File: src/hdl/phase_vocoder_bin_frequency_macros.svh
// ----------------------------------------------------------------------------
// Assertion macros for the bin frequency block
// Concurrent checks compile away when SYNTH is defined.
// ----------------------------------------------------------------------------
`ifndef PHASE_VOCODER_BIN_FREQUENCY_MACROS_SVH
`define PHASE_VOCODER_BIN_FREQUENCY_MACROS_SVH

`ifndef SYNTH
// property that must hold at every clock edge outside reset
`define PVBF_ASSERT(label, clk, rst, prop, msg) \
   label: assert property (@(posedge clk) disable iff (rst) prop) else $error(msg);
// antecedent in this cycle, consequent in the next
`define PVBF_ASSERT_NEXT(label, clk, rst, ante, cons, msg) \
   label: assert property (@(posedge clk) disable iff (rst) ante |=> cons) else $error(msg);
`else
`define PVBF_ASSERT(label, clk, rst, prop, msg)
`define PVBF_ASSERT_NEXT(label, clk, rst, ante, cons, msg)
`endif

`endif

File: src/hdl/pvbf_pkg.sv
`timescale 1ns / 1ps
// ----------------------------------------------------------------------------
// pvbf_pkg
// Types, widths and register codes shared by the bin frequency block.
// ----------------------------------------------------------------------------
package pvbf_pkg;

   // field widths
   localparam int BIN_WIDTH      = 12;
   localparam int PHASE_WIDTH    = 16;
   localparam int OVS_WIDTH      = 7;
   localparam int FPB_WIDTH      = 24;
   localparam int FREQ_WIDTH     = 32;

   // default transform size
   localparam int FFT_SIZE_DEFAULT = 4096;

   // configuration port
   localparam int CSR_INDEX_WIDTH = 2;
   localparam int CSR_DATA_WIDTH  = 32;
   localparam logic [CSR_INDEX_WIDTH-1:0] CSR_OVERSAMPLING = 2'd0;
   localparam logic [CSR_INDEX_WIDTH-1:0] CSR_PHASE_STEP   = 2'd1;
   localparam logic [CSR_INDEX_WIDTH-1:0] CSR_FREQ_PER_BIN = 2'd2;

   localparam logic [OVS_WIDTH-1:0]   OVS_RESET   = 7'd4;
   localparam logic [PHASE_WIDTH-1:0] STEP_RESET  = 16'd16384;
   localparam logic [FPB_WIDTH-1:0]   FPB_RESET   = 24'd12000;

   // queue between front and back (power of two)
   localparam int QUEUE_DEPTH = 4;

   // datapath widths of the back end
   localparam int OVSDEV_WIDTH = OVS_WIDTH + 1 + PHASE_WIDTH;          // 24
   localparam int NUM_WIDTH    = BIN_WIDTH + PHASE_WIDTH + 2;          // 30
   localparam int FPB_SPLIT    = FPB_WIDTH / 2;                        // 12
   localparam int PART_WIDTH   = NUM_WIDTH + FPB_SPLIT + 1;            // 43
   localparam int SUM_WIDTH    = NUM_WIDTH + FPB_WIDTH;                // 54
   localparam int QUOT_WIDTH   = SUM_WIDTH - PHASE_WIDTH;              // 38

   localparam logic signed [SUM_WIDTH-1:0]  ROUND_HALF = 54'sd32768;
   localparam logic signed [FREQ_WIDTH-1:0] SAT_MAX    = 32'sh7FFF_FFFF;
   localparam logic signed [FREQ_WIDTH-1:0] SAT_MIN    = 32'sh8000_0000;

   typedef struct packed {
      logic [BIN_WIDTH-1:0]   bin_index;
      logic [PHASE_WIDTH-1:0] phase;
   } req_payload_type;

   typedef struct packed {
      logic [BIN_WIDTH-1:0]         bin_out;
      logic signed [FREQ_WIDTH-1:0] true_freq;
   } rsp_payload_type;

   typedef struct packed {
      logic [OVS_WIDTH-1:0]   oversampling;
      logic [PHASE_WIDTH-1:0] phase_step_per_bin;
      logic [FPB_WIDTH-1:0]   freq_per_bin;
   } cfg_type;

   // one classified transaction: bin and wrapped phase deviation
   typedef struct packed {
      logic [BIN_WIDTH-1:0]          bin;
      logic signed [PHASE_WIDTH-1:0] dev;
   } queue_entry_type;

endpackage

File: src/hdl/pvbf_fifo.sv
`timescale 1ns / 1ps
`include "phase_vocoder_bin_frequency_macros.svh"
// ----------------------------------------------------------------------------
// pvbf_fifo
// Short register queue that decouples the front lookup from the back math.
// ----------------------------------------------------------------------------
module pvbf_fifo (
   input  logic                      clock,
   input  logic                      reset,
   input  logic                      push_valid,
   output logic                      push_ready,
   input  pvbf_pkg::queue_entry_type push_data,
   output logic                      pop_valid,
   input  logic                      pop_ready,
   output pvbf_pkg::queue_entry_type pop_data
);
   import pvbf_pkg::*;

   localparam int PTR_WIDTH = $clog2(QUEUE_DEPTH);
   localparam int CNT_WIDTH = $clog2(QUEUE_DEPTH + 1);
   localparam logic [CNT_WIDTH-1:0] FULL_COUNT = CNT_WIDTH'(QUEUE_DEPTH);

   queue_entry_type        entry_ff [QUEUE_DEPTH];
   logic [PTR_WIDTH-1:0]   wr_ptr_ff, wr_ptr_in;
   logic [PTR_WIDTH-1:0]   rd_ptr_ff, rd_ptr_in;
   logic [CNT_WIDTH-1:0]   count_ff, count_in;
   logic                   push;
   logic                   pop;

   assign push_ready = count_ff != FULL_COUNT;
   assign pop_valid  = count_ff != '0;
   assign push       = push_valid && push_ready;
   assign pop        = pop_valid && pop_ready;
   assign pop_data   = entry_ff[rd_ptr_ff];

   // pointers wrap on their own width
   always_comb begin
      wr_ptr_in = push ? wr_ptr_ff + 1'b1 : wr_ptr_ff;
      rd_ptr_in = pop ? rd_ptr_ff + 1'b1 : rd_ptr_ff;
      count_in  = count_ff;
      if (push && !pop) begin
         count_in = count_ff + 1'b1;
      end else if (pop && !push) begin
         count_in = count_ff - 1'b1;
      end
   end

   always_ff @(posedge clock) begin
      if (reset) begin
         wr_ptr_ff <= '0;
         rd_ptr_ff <= '0;
         count_ff  <= '0;
      end else begin
         wr_ptr_ff <= wr_ptr_in;
         rd_ptr_ff <= rd_ptr_in;
         count_ff  <= count_in;
      end
   end

   always_ff @(posedge clock) begin
      if (push) begin
         entry_ff[wr_ptr_ff] <= push_data;
      end
   end

   `PVBF_ASSERT(a_count_bound, clock, reset, count_ff <= FULL_COUNT, "queue count beyond depth")

endmodule

File: config.mk
export PLATFORM = sky130hd
export DESIGN_NAME = pvbf_fifo
export DESIGN_NICKNAME = d
export VERILOG_FILES = /design/src/hdl/pvbf_pkg.sv /design/src/hdl/pvbf_fifo.sv
export VERILOG_INCLUDE_DIRS = /design/src /design/src/hdl
export SDC_FILE = /design/constraint.sdc
export NUM_CORES = 1
export LEC_CHECK = 0
export BUFFER_PORTS_ARGS = -buffer_cell sky130_fd_sc_hd__buf_4
export CORE_ASPECT_RATIO = 0.6
export CORE_MARGIN = 3
export CORE_UTILIZATION = 50
export DETAILED_ROUTE_END_ITERATION = 16
export PLACE_DENSITY = 0.71
export SYNTH_ARGS = -nofsm -noshare
export SYNTH_HDL_FRONTEND = slang
export SYNTH_SLANG_ARGS = --single-unit
File: constraint.sdc
create_clock -name clock -period 2.3 [get_ports clock]
set_input_delay 0.345 -clock clock [delete_from_list [all_inputs] [get_ports clock]]
set_output_delay 0.345 -clock clock [all_outputs]
set_load 0.02 [all_outputs]
==> impl_metrics.json <==
{
  "outcome": "complete, no violations",
  "crit_path_start_kind": "flip-flop",
  "synthToLayoutAreaGrowth_pct": 27.0,
  "diodes": 0,
  "period_minus_slack_ns": 2.13,
  "insertion_delay_ns": 0.40,
  "routedWlPerCell_microns": 19.6,
  "initialDrtViolationCount": 187,
  "dp_hpwl_mm": 4.90,
  "avgSynthCellArea_sq_um": 23.5,
  "cts-hold-fix-buffers": 0,
  "yosysSeqAreaShare_pct": 77.8,
  "grt_pass1_vias": 2340,
  "finish.instance_area_sq_um": 5780,
  "final-setup-viol-count": 0,
  "pre_cts_ws_ns": 0.198,
  "vias": 2154,
  "cts_buffers": 17,
  "cp.required_ns": 1.96,
  "place_congestion": 0.752,
  "track_usage_pct": 17.0,
  "peakVddDrop_mv": 0.750,
  "rows": 26,
  "synth_area_sq_um": 4560,
  "drt-total-wl_mm": 7.86,
  "crit_chain": "buf_12 -> mux4_1 -> buf_4",
  "worstReg2RegStart": "count_ff[0]",
  "max_cap_viol_count": 0,
  "final_max_slew_viol_count": 0,
  "syn-num-nets": 232,
  "placed_area_sq_um": 5190,
  "slowest_delay_ns": 0.57,
  "cp_max_fo": 13,
  "hp-class": "in2reg",
  "cts_max_level": 4,
  "reg2reg_slack_ns": 0.21,
  "critPathBufInv": 2,
  "switching_power_w": 0.00187,
  "power_density_nw_per_um2": 1250,
  "clk_pin_slew_ns": 0.05,
  "hold_start": "push_data[5]",
  "hold_path_end": "entry_ff[0][5]",
  "synth-seq-cells": 121,
  "drc": 0,
  "drive_gt1_share_pct": 42.4,
  "syn_inst": 194,
  "rsz0062_at_grt": "false",
  "p_total_w": 0.00722,
  "finalHoldViolations": 0,
  "grt_max_degree": 29,
  "cts_setup_buffers": 0,
  "setup_slack_ns": 0.169,
  "dieHeight_microns": 79.9,
  "cts_sinks": 121,
  "cts.path.max_buffers": 2,
  "grt_pass1_wl_mm": 12.3,
  "cp_top_family": "multiplexers",
  "crit_slowest_cell": "mux4_1",
  "switching_share_pct": 25.9,
  "crit_type": "reg2out",
  "ff2ff_path_depth": 7,
  "overflow": 0,
  "synth_warnings": 0,
  "p_int_w": 0.00535,
  "worstHoldPathCells": 1,
  "tightestPinTransition_ns": 0.442,
  "initial_core_util_pct": 52.4,
  "core_sq_um": 8690,
  "post-route-period-util_pct": 92.7,
  "fin_tns_setup_ns": 0,
  "max-slew-margin-rel_pct": 70.5,
  "root_buffer": "clkbuf_16",
  "clkPwrFrac_pct": 36.5,
  "clock-skew-final_ns": 0.00770,
  "die_area_sq_um": 10300,
  "p_leak_nw": 2.06,
  "die_w_microns": 129,
  "numPortBuffers": 61,
  "postRouteAntennaNets": 0,
  "viasPerCell": 5.36,
  "synthDistinctLibCells": 24,
  "fmax_mhz": 469,
  "nNetsFinal": 315,
  "io_pins": 62,
  "cp.arrival_ns": 1.79,
  "pwr-share-comb_pct": 24.5,
  "end_kind": "output pin",
  "antenna_found_initial": 0,
  "worstReg2RegEnd": "count_ff[2]",
  "cts_tree": "done",
  "firstDrtPassIters": 4,
  "p_seq_share_pct": 38.9
}
## layout by cell type (no fill, tap or decap), drive strengths merged
| cell | count |
|---|---|
| mux4 | 28 |
| a21boi | 1 |
| nor2 | 8 |
| ha | 5 |
| a21oi | 1 |
| nand2b | 2 |
| o21ai | 1 |
| dfxtp | 9 |
| o311ai | 1 |
| fa | 1 |
| xor2 | 4 |
| mux2i | 2 |
| bufinv | 4 |
| nand2 | 1 |
| inv | 3 |
| clkbuf | 20 |
| clkinv | 8 |
| or3 | 2 |
| edfxtp | 112 |
| and2 | 4 |
| mux2 | 1 |
| o31ai | 1 |
| buf | 71 |
## routing by layer
layer  track usage (%)  share of wire, %  vias up
met4              7.23               1.4        0
li1                  -                 -      976
met3              7.22               7.4       12
met5                 0                 0        -
met1              22.3                45     1103
met2              25.3                46       63
## repair_timing
action,CTS,global route
endpoints found under the hold margin,0,0
setup endpoints to repair,0,2
gates resized for setup,0,1
## synthesized netlist by cell type
cell | instances | area [sq um]
edfxtp_1 | 112 | 3360
mux4_2 | 20 | 450
dfxtp_1 | 9 | 180
mux4_1 | 8 | 210
nor2_1 | 8 | 30.0
ha_1 | 5 | 62.6
and2_1 | 4 | 25.0
xor2_1 | 4 | 35.0
buf_2 | 3 | 15.0
inv_1 | 3 | 11.3
buf_12 | 2 | 40.0
mux2i_1 | 2 | 20.0
nand2b_1 | 2 | 12.5
or3_1 | 2 | 12.5
a21boi_2 | 1 | 11.3
a21oi_1 | 1 | 5.00
buf_6 | 1 | 11.3
clkbuf_1 | 1 | 3.75
fa_1 | 1 | 20.0
mux2_2 | 1 | 11.3
nand2_1 | 1 | 3.75
o21ai_0 | 1 | 5.00
o311ai_0 | 1 | 8.76
o31ai_1 | 1 | 7.51
## through the flow
stage	utilization (%)	cells	hold WS [ns]
detailed placement	59.8	370	0.522
global route	66.6	402	0.124
floorplan	-	194	0.444
finish	66.6	402	0.140
CTS	66.6	402	0.119
global placement	59.8	370	0.512
## cell families (layout without fill, tap and decap cells)
family,count (synthesis),in the layout,synth area share (%)
compound gates,5,5,0.824
xor+xnor,4,4,0.769
simple gates,17,17,1.84
buf+inv,10,106,1.79
flops,121,121,77.8
fa+ha+maj,6,6,1.81
mux,31,31,15.2
## flip-flops by register name (all words and copies together) (netlist names), named ones only
register   count
rd_ptr_ff      2
count_ff       3
entry_ff     112
wr_ptr_ff      2
## area by class of cell
type | count | area [sq um]
sequential | 121 | 3550
fill | 573 | 2900
multi-input combinational | 63 | 936
timing repair buffer | 71 | 558
clock buffer | 20 | 437
clock inverter | 12 | 155
tap | 112 | 140
inverter | 3 | 11.3
## worst max path at each step
stage | from | endpoint | depth (start not counted)
after floorplan | count_ff[0] | count_ff[2] | 8
after global placement | count_ff[0] | count_ff[2] | 7
after detailed placement | count_ff[0] | count_ff[2] | 7
after CTS | flip-flop | pop_data[25] | 3
after global routing | count_ff[0] | count_ff[2] | 7
final | flip-flop | pop_data[19] | 3
## power groups by stage
| stage | clock network (W) | registers, W | logic, W |
|---|---|---|---|
| detailed placement | 0 | 0.00285 | 0.00179 |
| CTS | 0.00269 | 0.00281 | 0.00180 |
| finish | 0.00264 | 0.00281 | 0.00177 |
| floorplan | 0 | 0.00279 | 0.00119 |
| global route | 0.00279 | 0.00283 | 0.00190 |
| global placement | 0 | 0.00284 | 0.00177 |
Power figures use the tool's default switching activity.
