`src/hdl/phase_vocoder_bin_frequency_macros.svh`:
```
// ----------------------------------------------------------------------------
// Assertion macros for the bin frequency block
// Concurrent checks compile away when SYNTH is defined.
// ----------------------------------------------------------------------------
`ifndef PHASE_VOCODER_BIN_FREQUENCY_MACROS_SVH
`define PHASE_VOCODER_BIN_FREQUENCY_MACROS_SVH

`ifndef SYNTH
// property that must hold at every clock edge outside reset
`define PVBF_ASSERT(label, clk, rst, prop, msg) \
   label: assert property (@(posedge clk) disable iff (rst) prop) else $error(msg);
// antecedent in this cycle, consequent in the next
`define PVBF_ASSERT_NEXT(label, clk, rst, ante, cons, msg) \
   label: assert property (@(posedge clk) disable iff (rst) ante |=> cons) else $error(msg);
`else
`define PVBF_ASSERT(label, clk, rst, prop, msg)
`define PVBF_ASSERT_NEXT(label, clk, rst, ante, cons, msg)
`endif

`endif

```
`src/hdl/pvbf_pkg.sv`:
```
`timescale 1ns / 1ps
// ----------------------------------------------------------------------------
// pvbf_pkg
// Types, widths and register codes shared by the bin frequency block.
// ----------------------------------------------------------------------------
package pvbf_pkg;

   // field widths
   localparam int BIN_WIDTH      = 12;
   localparam int PHASE_WIDTH    = 16;
   localparam int OVS_WIDTH      = 7;
   localparam int FPB_WIDTH      = 24;
   localparam int FREQ_WIDTH     = 32;

   // default transform size
   localparam int FFT_SIZE_DEFAULT = 4096;

   // configuration port
   localparam int CSR_INDEX_WIDTH = 2;
   localparam int CSR_DATA_WIDTH  = 32;
   localparam logic [CSR_INDEX_WIDTH-1:0] CSR_OVERSAMPLING = 2'd0;
   localparam logic [CSR_INDEX_WIDTH-1:0] CSR_PHASE_STEP   = 2'd1;
   localparam logic [CSR_INDEX_WIDTH-1:0] CSR_FREQ_PER_BIN = 2'd2;

   localparam logic [OVS_WIDTH-1:0]   OVS_RESET   = 7'd4;
   localparam logic [PHASE_WIDTH-1:0] STEP_RESET  = 16'd16384;
   localparam logic [FPB_WIDTH-1:0]   FPB_RESET   = 24'd12000;

   // queue between front and back (power of two)
   localparam int QUEUE_DEPTH = 4;

   // datapath widths of the back end
   localparam int OVSDEV_WIDTH = OVS_WIDTH + 1 + PHASE_WIDTH;          // 24
   localparam int NUM_WIDTH    = BIN_WIDTH + PHASE_WIDTH + 2;          // 30
   localparam int FPB_SPLIT    = FPB_WIDTH / 2;                        // 12
   localparam int PART_WIDTH   = NUM_WIDTH + FPB_SPLIT + 1;            // 43
   localparam int SUM_WIDTH    = NUM_WIDTH + FPB_WIDTH;                // 54
   localparam int QUOT_WIDTH   = SUM_WIDTH - PHASE_WIDTH;              // 38

   localparam logic signed [SUM_WIDTH-1:0]  ROUND_HALF = 54'sd32768;
   localparam logic signed [FREQ_WIDTH-1:0] SAT_MAX    = 32'sh7FFF_FFFF;
   localparam logic signed [FREQ_WIDTH-1:0] SAT_MIN    = 32'sh8000_0000;

   typedef struct packed {
      logic [BIN_WIDTH-1:0]   bin_index;
      logic [PHASE_WIDTH-1:0] phase;
   } req_payload_type;

   typedef struct packed {
      logic [BIN_WIDTH-1:0]         bin_out;
      logic signed [FREQ_WIDTH-1:0] true_freq;
   } rsp_payload_type;

   typedef struct packed {
      logic [OVS_WIDTH-1:0]   oversampling;
      logic [PHASE_WIDTH-1:0] phase_step_per_bin;
      logic [FPB_WIDTH-1:0]   freq_per_bin;
   } cfg_type;

   // one classified transaction: bin and wrapped phase deviation
   typedef struct packed {
      logic [BIN_WIDTH-1:0]          bin;
      logic signed [PHASE_WIDTH-1:0] dev;
   } queue_entry_type;

endpackage

```
`src/hdl/pvbf_back.sv`:
```
`timescale 1ns / 1ps
`include "phase_vocoder_bin_frequency_macros.svh"
// ----------------------------------------------------------------------------
// pvbf_back
// Turns the wrapped deviation into a true frequency: bin offset, split
// multiply by Hz per bin, rounding and saturation, then the output register.
// ----------------------------------------------------------------------------
module pvbf_back (
   input  logic                      clock,
   input  logic                      reset,
   input  logic                      pop_valid,
   output logic                      pop_ready,
   input  pvbf_pkg::queue_entry_type pop_data,
   input  pvbf_pkg::cfg_type         cfg,
   output logic                      rsp_valid,
   input  logic                      rsp_ready,
   output pvbf_pkg::rsp_payload_type rsp_data
);
   import pvbf_pkg::*;

   logic                          advance;

   // stage 1: bins scaled by 2^16
   logic                          b1_valid_ff, b1_valid_in;
   logic [BIN_WIDTH-1:0]          b1_bin_ff, b1_bin_in;
   logic signed [NUM_WIDTH-1:0]   b1_num_ff, b1_num_in;
   logic signed [OVSDEV_WIDTH-1:0] ovs_dev;

   // stage 2: partial products against low and high halves of Hz per bin
   logic                          b2_valid_ff, b2_valid_in;
   logic [BIN_WIDTH-1:0]          b2_bin_ff, b2_bin_in;
   logic signed [PART_WIDTH-1:0]  b2_lo_ff, b2_lo_in;
   logic signed [PART_WIDTH-1:0]  b2_hi_ff, b2_hi_in;

   // stage 3: rounded quotient
   logic                          b3_valid_ff, b3_valid_in;
   logic [BIN_WIDTH-1:0]          b3_bin_ff, b3_bin_in;
   logic signed [QUOT_WIDTH-1:0]  b3_quot_ff, b3_quot_in;
   logic signed [SUM_WIDTH-1:0]   sum;

   // output register
   logic                          rsp_valid_ff, rsp_valid_in;
   rsp_payload_type               rsp_data_ff, rsp_data_in;
   logic [QUOT_WIDTH-FREQ_WIDTH:0] quot_top;

   // whole pipeline steps when the output register can take a transaction
   assign advance   = !rsp_valid_ff || rsp_ready;
   assign pop_ready = advance;

   // stage 1 math
   assign ovs_dev   = $signed({1'b0, cfg.oversampling}) * pop_data.dev;

   // stage 3 math: floor((hi * 2^12 + lo + 2^15) / 2^16)
   assign sum = (SUM_WIDTH'(b2_hi_ff) <<< FPB_SPLIT) + SUM_WIDTH'(b2_lo_ff) + ROUND_HALF;

   // saturation on the top bits of the quotient
   assign quot_top = b3_quot_ff[QUOT_WIDTH-1:FREQ_WIDTH-1];

   always_comb begin
      b1_valid_in  = b1_valid_ff;
      b1_bin_in    = b1_bin_ff;
      b1_num_in    = b1_num_ff;
      b2_valid_in  = b2_valid_ff;
      b2_bin_in    = b2_bin_ff;
      b2_lo_in     = b2_lo_ff;
      b2_hi_in     = b2_hi_ff;
      b3_valid_in  = b3_valid_ff;
      b3_bin_in    = b3_bin_ff;
      b3_quot_in   = b3_quot_ff;
      rsp_valid_in = rsp_valid_ff;
      rsp_data_in  = rsp_data_ff;
      if (advance) begin
         b1_valid_in = pop_valid;
         b1_bin_in   = pop_data.bin;
         b1_num_in   = $signed({2'b00, pop_data.bin, {PHASE_WIDTH{1'b0}}})
                       + NUM_WIDTH'(ovs_dev);

         b2_valid_in = b1_valid_ff;
         b2_bin_in   = b1_bin_ff;
         b2_lo_in    = b1_num_ff * $signed({1'b0, cfg.freq_per_bin[FPB_SPLIT-1:0]});
         b2_hi_in    = b1_num_ff * $signed({1'b0, cfg.freq_per_bin[FPB_WIDTH-1:FPB_SPLIT]});

         b3_valid_in = b2_valid_ff;
         b3_bin_in   = b2_bin_ff;
         b3_quot_in  = sum[SUM_WIDTH-1:PHASE_WIDTH];

         rsp_valid_in        = b3_valid_ff;
         rsp_data_in.bin_out = b3_bin_ff;
         if (quot_top == '0 || quot_top == '1) begin
            rsp_data_in.true_freq = b3_quot_ff[FREQ_WIDTH-1:0];
         end else if (b3_quot_ff[QUOT_WIDTH-1]) begin
            rsp_data_in.true_freq = SAT_MIN;
         end else begin
            rsp_data_in.true_freq = SAT_MAX;
         end
      end
   end

   always_ff @(posedge clock) begin
      if (reset) begin
         b1_valid_ff  <= 1'b0;
         b2_valid_ff  <= 1'b0;
         b3_valid_ff  <= 1'b0;
         rsp_valid_ff <= 1'b0;
      end else begin
         b1_valid_ff  <= b1_valid_in;
         b2_valid_ff  <= b2_valid_in;
         b3_valid_ff  <= b3_valid_in;
         rsp_valid_ff <= rsp_valid_in;
      end
   end

   always_ff @(posedge clock) begin
      b1_bin_ff   <= b1_bin_in;
      b1_num_ff   <= b1_num_in;
      b2_bin_ff   <= b2_bin_in;
      b2_lo_ff    <= b2_lo_in;
      b2_hi_ff    <= b2_hi_in;
      b3_bin_ff   <= b3_bin_in;
      b3_quot_ff  <= b3_quot_in;
      rsp_data_ff <= rsp_data_in;
   end

   assign rsp_valid = rsp_valid_ff;
   assign rsp_data  = rsp_data_ff;

   `PVBF_ASSERT_NEXT(a_stall_freezes_stages, clock, reset, !advance, $stable({b1_valid_ff, b2_valid_ff, b3_valid_ff}), "pipeline moved while output stalled")

endmodule
```
`config.mk`:
```
export PLATFORM = sky130hd
export DESIGN_NAME = pvbf_back
export DESIGN_NICKNAME = d
export VERILOG_FILES = /design/src/hdl/pvbf_pkg.sv /design/src/hdl/pvbf_back.sv
export VERILOG_INCLUDE_DIRS = /design/src /design/src/hdl
export SDC_FILE = /design/constraint.sdc
export NUM_CORES = 2
export LEC_CHECK = 0
export BUFFER_PORTS_ARGS = -buffer_cell sky130_fd_sc_hd__buf_2
export CORE_MARGIN = 2
export CORE_UTILIZATION = 55
export DETAILED_ROUTE_END_ITERATION = 16
export PLACE_DENSITY_LB_ADDON = 0.2
export SETUP_SLACK_MARGIN = 0.3
export SLEW_MARGIN = 25
export SYNTH_ARGS = -nofsm -noshare
export SYNTH_HDL_FRONTEND = slang
export SYNTH_SLANG_ARGS = --single-unit
```
`constraint.sdc`:
```
create_clock -name clock -period 9.9 [get_ports clock]
set_clock_uncertainty 0.1 [all_clocks]
set_input_delay 1.98 -clock clock [delete_from_list [all_inputs] [get_ports clock]]
set_output_delay 1.98 -clock clock [all_outputs]
set_load 0.03 [all_outputs]
```
==> results.sh <==
export IMPL_maxCapViolations=0
export IMPL_synth_area_mm2=0.0393
export IMPL_post_route_min_period_ns=7.90
export IMPL_seqCellArea_mm2=0.00672
export IMPL_design_core_area_mm2=0.0704
export IMPL_overflow=0
export IMPL_cpMaxStageDelayCell="a311oi_1"
export IMPL_syn_area_per_cell_um2=9.74
export IMPL_ant_nets=0
export IMPL_drive_gt1_share_pct=4.94
export IMPL_drcViolationCount=0
export IMPL_grt_pass1_wl_mm=135
export IMPL_status="finished clean"
export IMPL_post_cts_resized=0
export IMPL_cpMostUsedCell="fa_1"
export IMPL_setup_tns_ns=0
export IMPL_final_common_cell="inv_1"
export IMPL_dr_pass1_iters=6
export IMPL_clock_latency_ns=0.58
export IMPL_cts_made_buffers=27
export IMPL_synth_cells=4029
export IMPL_crit_chain="buf_2 -> and2_1 -> fa_1 -> inv_1 -> fa_1 -> inv_1 -> fa_1 -> fa_1 -> inv_1 -> fa_1 -> inv_1 -> ha_1 -> a21oi_1 -> o21ai_0 -> a21oi_1 -> a211oi_1 -> o2111ai_1 -> nand2_1 -> o311a_1 -> nor2_1 -> a311oi_1"
export IMPL_cp_end_kind="flip-flop"
export IMPL_worst_slew_pin_slew_ns=1.05
export IMPL_grt_pass1_vias=27300
export IMPL_whs_path_depth=0
export IMPL_regToRegStartpoint="b1_num_ff[8]"
export IMPL_clk_pin_slew_ns=0.06
export IMPL_maxSlewHeadroom_pct=29.8
export IMPL_holdWs_ns=0.314
export IMPL_crit_path_max_fanout=30
export IMPL_dp_hpwl_mm=65.1
export IMPL_finalWirelength_mm=80.1
export IMPL_final_max_slew_violation_count=0
export IMPL_layout_setup_ws_ns=2.00
export IMPL_syn_num_nets=5190
export IMPL_antenna_found_initial=7
export IMPL_row_count=97
export IMPL_drt_iter0_markers=1327
export IMPL_die_w_um=271
export IMPL_cts_sinks=225
export IMPL_cts_buffer_depth=3
export IMPL_setup_viol=0
export IMPL_io_buffers=108
export IMPL_dieArea_mm2=0.0735
export IMPL_vias_per_cell=5.18
export IMPL_cts_root_buf="clkbuf_16"
export IMPL_cts_tree="built"
export IMPL_pre_cts_slack_ns=1.43
export IMPL_timing_fmax_mhz=127
export IMPL_htree_levels=1
export IMPL_io_pins=125
export IMPL_worstPathRequired_ns=10.06
export IMPL_start_util_pct=55.8
export IMPL_grt_usage_pct=22.6
export IMPL_hold_start="b3_bin_ff[10]"
export IMPL_die_h_um=271
export IMPL_ys_flop_type="edfxtp_1"
export IMPL_vias=25900
export IMPL_cp_arrival_ns=8.06
export IMPL_hold_viol=0
export IMPL_area_growth_pct=5.59
export IMPL_synth_edff_count=221
export IMPL_cpPeakStageDelay_ns=0.66
export IMPL_diodes=0
export IMPL_startpoint="cfg[1]"
export IMPL_min_path_type="flip-flop to flip-flop"
export IMPL_nets=5192
export IMPL_wl_per_cell_um=16.1
export IMPL_ys_warn_count=0
export IMPL_grt_max_degree=132
export IMPL_synth_async_reset_ratio_pct=0
export IMPL_synth_seq_cells=225
export IMPL_critPathKind="input port to flip-flop"
export IMPL_rsz0062_at_grt="false"
export IMPL_startpoint_type="input port"
export IMPL_finalCritPeriodShare_pct=79.8
export IMPL_reg2regPathDepth=20
export IMPL_final_cell_mix="inv_1, fa_1, and2_1"
export IMPL_multi_input_area_mm2=0.0283
export IMPL_ys_seq_area_share_pct=17.1
export IMPL_synth_cell_types=71
export IMPL_fillers=6171
export IMPL_cts_hold_buf=0
export IMPL_post_cts_buffers=0
export IMPL_gp_congestion=0.860
-- cell families (layout without fill, tap and decap cells) --
| group | after synthesis | after routing | share of synthesized area [%] |
|---|---|---|---|
| AND/OR/NAND/NOR | 1101 | 1101 | 14.2 |
| flip-flops | 225 | 225 | 17.1 |
| buffers and inverters | 1127 | 1149 | 10.8 |
| multiplexers | 5 | 5 | 0.131 |
| AO/OA/AOI/OAI | 353 | 353 | 5.93 |
| XOR/XNOR | 136 | 136 | 3.03 |
| adder cells (fa/ha/maj) | 1082 | 1082 | 48.8 |
-- worst max-delay path: cells and delay by family --
| family | cells | cell delay, ns |
|---|---|---|
| adder cells (fa/ha/maj) | 6 | 2.83 |
| buffers and inverters | 5 | 0.49 |
| AO/OA/AOI/OAI | 7 | 2.19 |
| AND/OR/NAND/NOR | 3 | 0.56 |
-- Yosys cell counts (3+ instances only) --
library cell	n	area share, %
inv_1	970	9.3
fa_1	750	38
and2_1	464	7.4
nand2_1	454	4.3
ha_1	332	11
edfxtp_1	221	17
clkbuf_1	153	1.5
xnor2_1	106	2.4
a21oi_1	99	1.3
o21ai_0	77	0.98
nor2_1	71	0.68
a21o_1	63	1.2
xor2_1	30	0.67
nand3_1	18	0.23
and3_1	16	0.26
nor3_1	15	0.19
nand4_1	14	0.22
nor2b_1	14	0.22
o21bai_1	14	0.27
nand2b_1	11	0.18
a31oi_1	10	0.16
o21a_1	10	0.19
a211oi_1	6	0.11
a31o_2	6	0.13
and4_1	6	0.13
or3_1	6	0.096
a211o_1	5	0.11
a21boi_0	5	0.096
a311oi_1	5	0.11
o311ai_0	5	0.11
a2111oi_0	4	0.089
a221oi_1	4	0.089
buf_1	4	0.038
dfxtp_1	4	0.20
mux2i_1	4	0.10
o21ai_1	4	0.051
a221oi_2	3	0.11
a41oi_1	3	0.067
o2111ai_1	3	0.067
o211ai_1	3	0.057
o22ai_1	3	0.048
-- metal layers --
metal	track usage, %	vias up	wire [um]
li1	-	12200	-
met1	29.9	13200	35100
met2	40.2	451	39800
met3	2.69	94	3600
met4	4.81	6	1530
met5	0	-	44
-- cell type report --
class | count | share of cell area (%)
inverter | 970 | 8.79
sequential | 225 | 16.2
timing repair buffer | 130 | 1.73
multi-input combinational | 2677 | 68.3
clock inverter | 19 | 0.450
clock buffer | 30 | 1.66
tap | 940 | 2.84
-- metrics by stage --
step	utilization, %	area [um2]	instances
after floorplan	-	39300	4029
after global placement	57.6	40600	4942
after detailed placement	57.6	40600	4942
after CTS	58.9	41400	4991
after global routing	58.9	41400	4991
final	58.9	41400	4991
-- final timing paths --
check | to | slack [ns]
worst max-delay path | b2_lo_ff[36] | 2.00
worst min-delay path | rsp_data[42] | 0.31
worst max register to register | b2_lo_ff[36] | 2.76
worst min register to register | rsp_data[42] | 0.31
-- flip-flops by register name, summed over array words and instances, names as in the netlist --
register,count
b1_bin_ff,12
b3_bin_ff,12
b2_hi_ff,42
b2_bin_ff,12
b2_valid_ff,1
b1_num_ff,30
b1_valid_ff,1
rsp_data,44
b3_valid_ff,1
b2_lo_ff,31
rsp_valid,1
b3_quot_ff,38
Power is not shown: default switching activity piles up to over one toggle a cycle in this logic, so the estimate is an artifact.
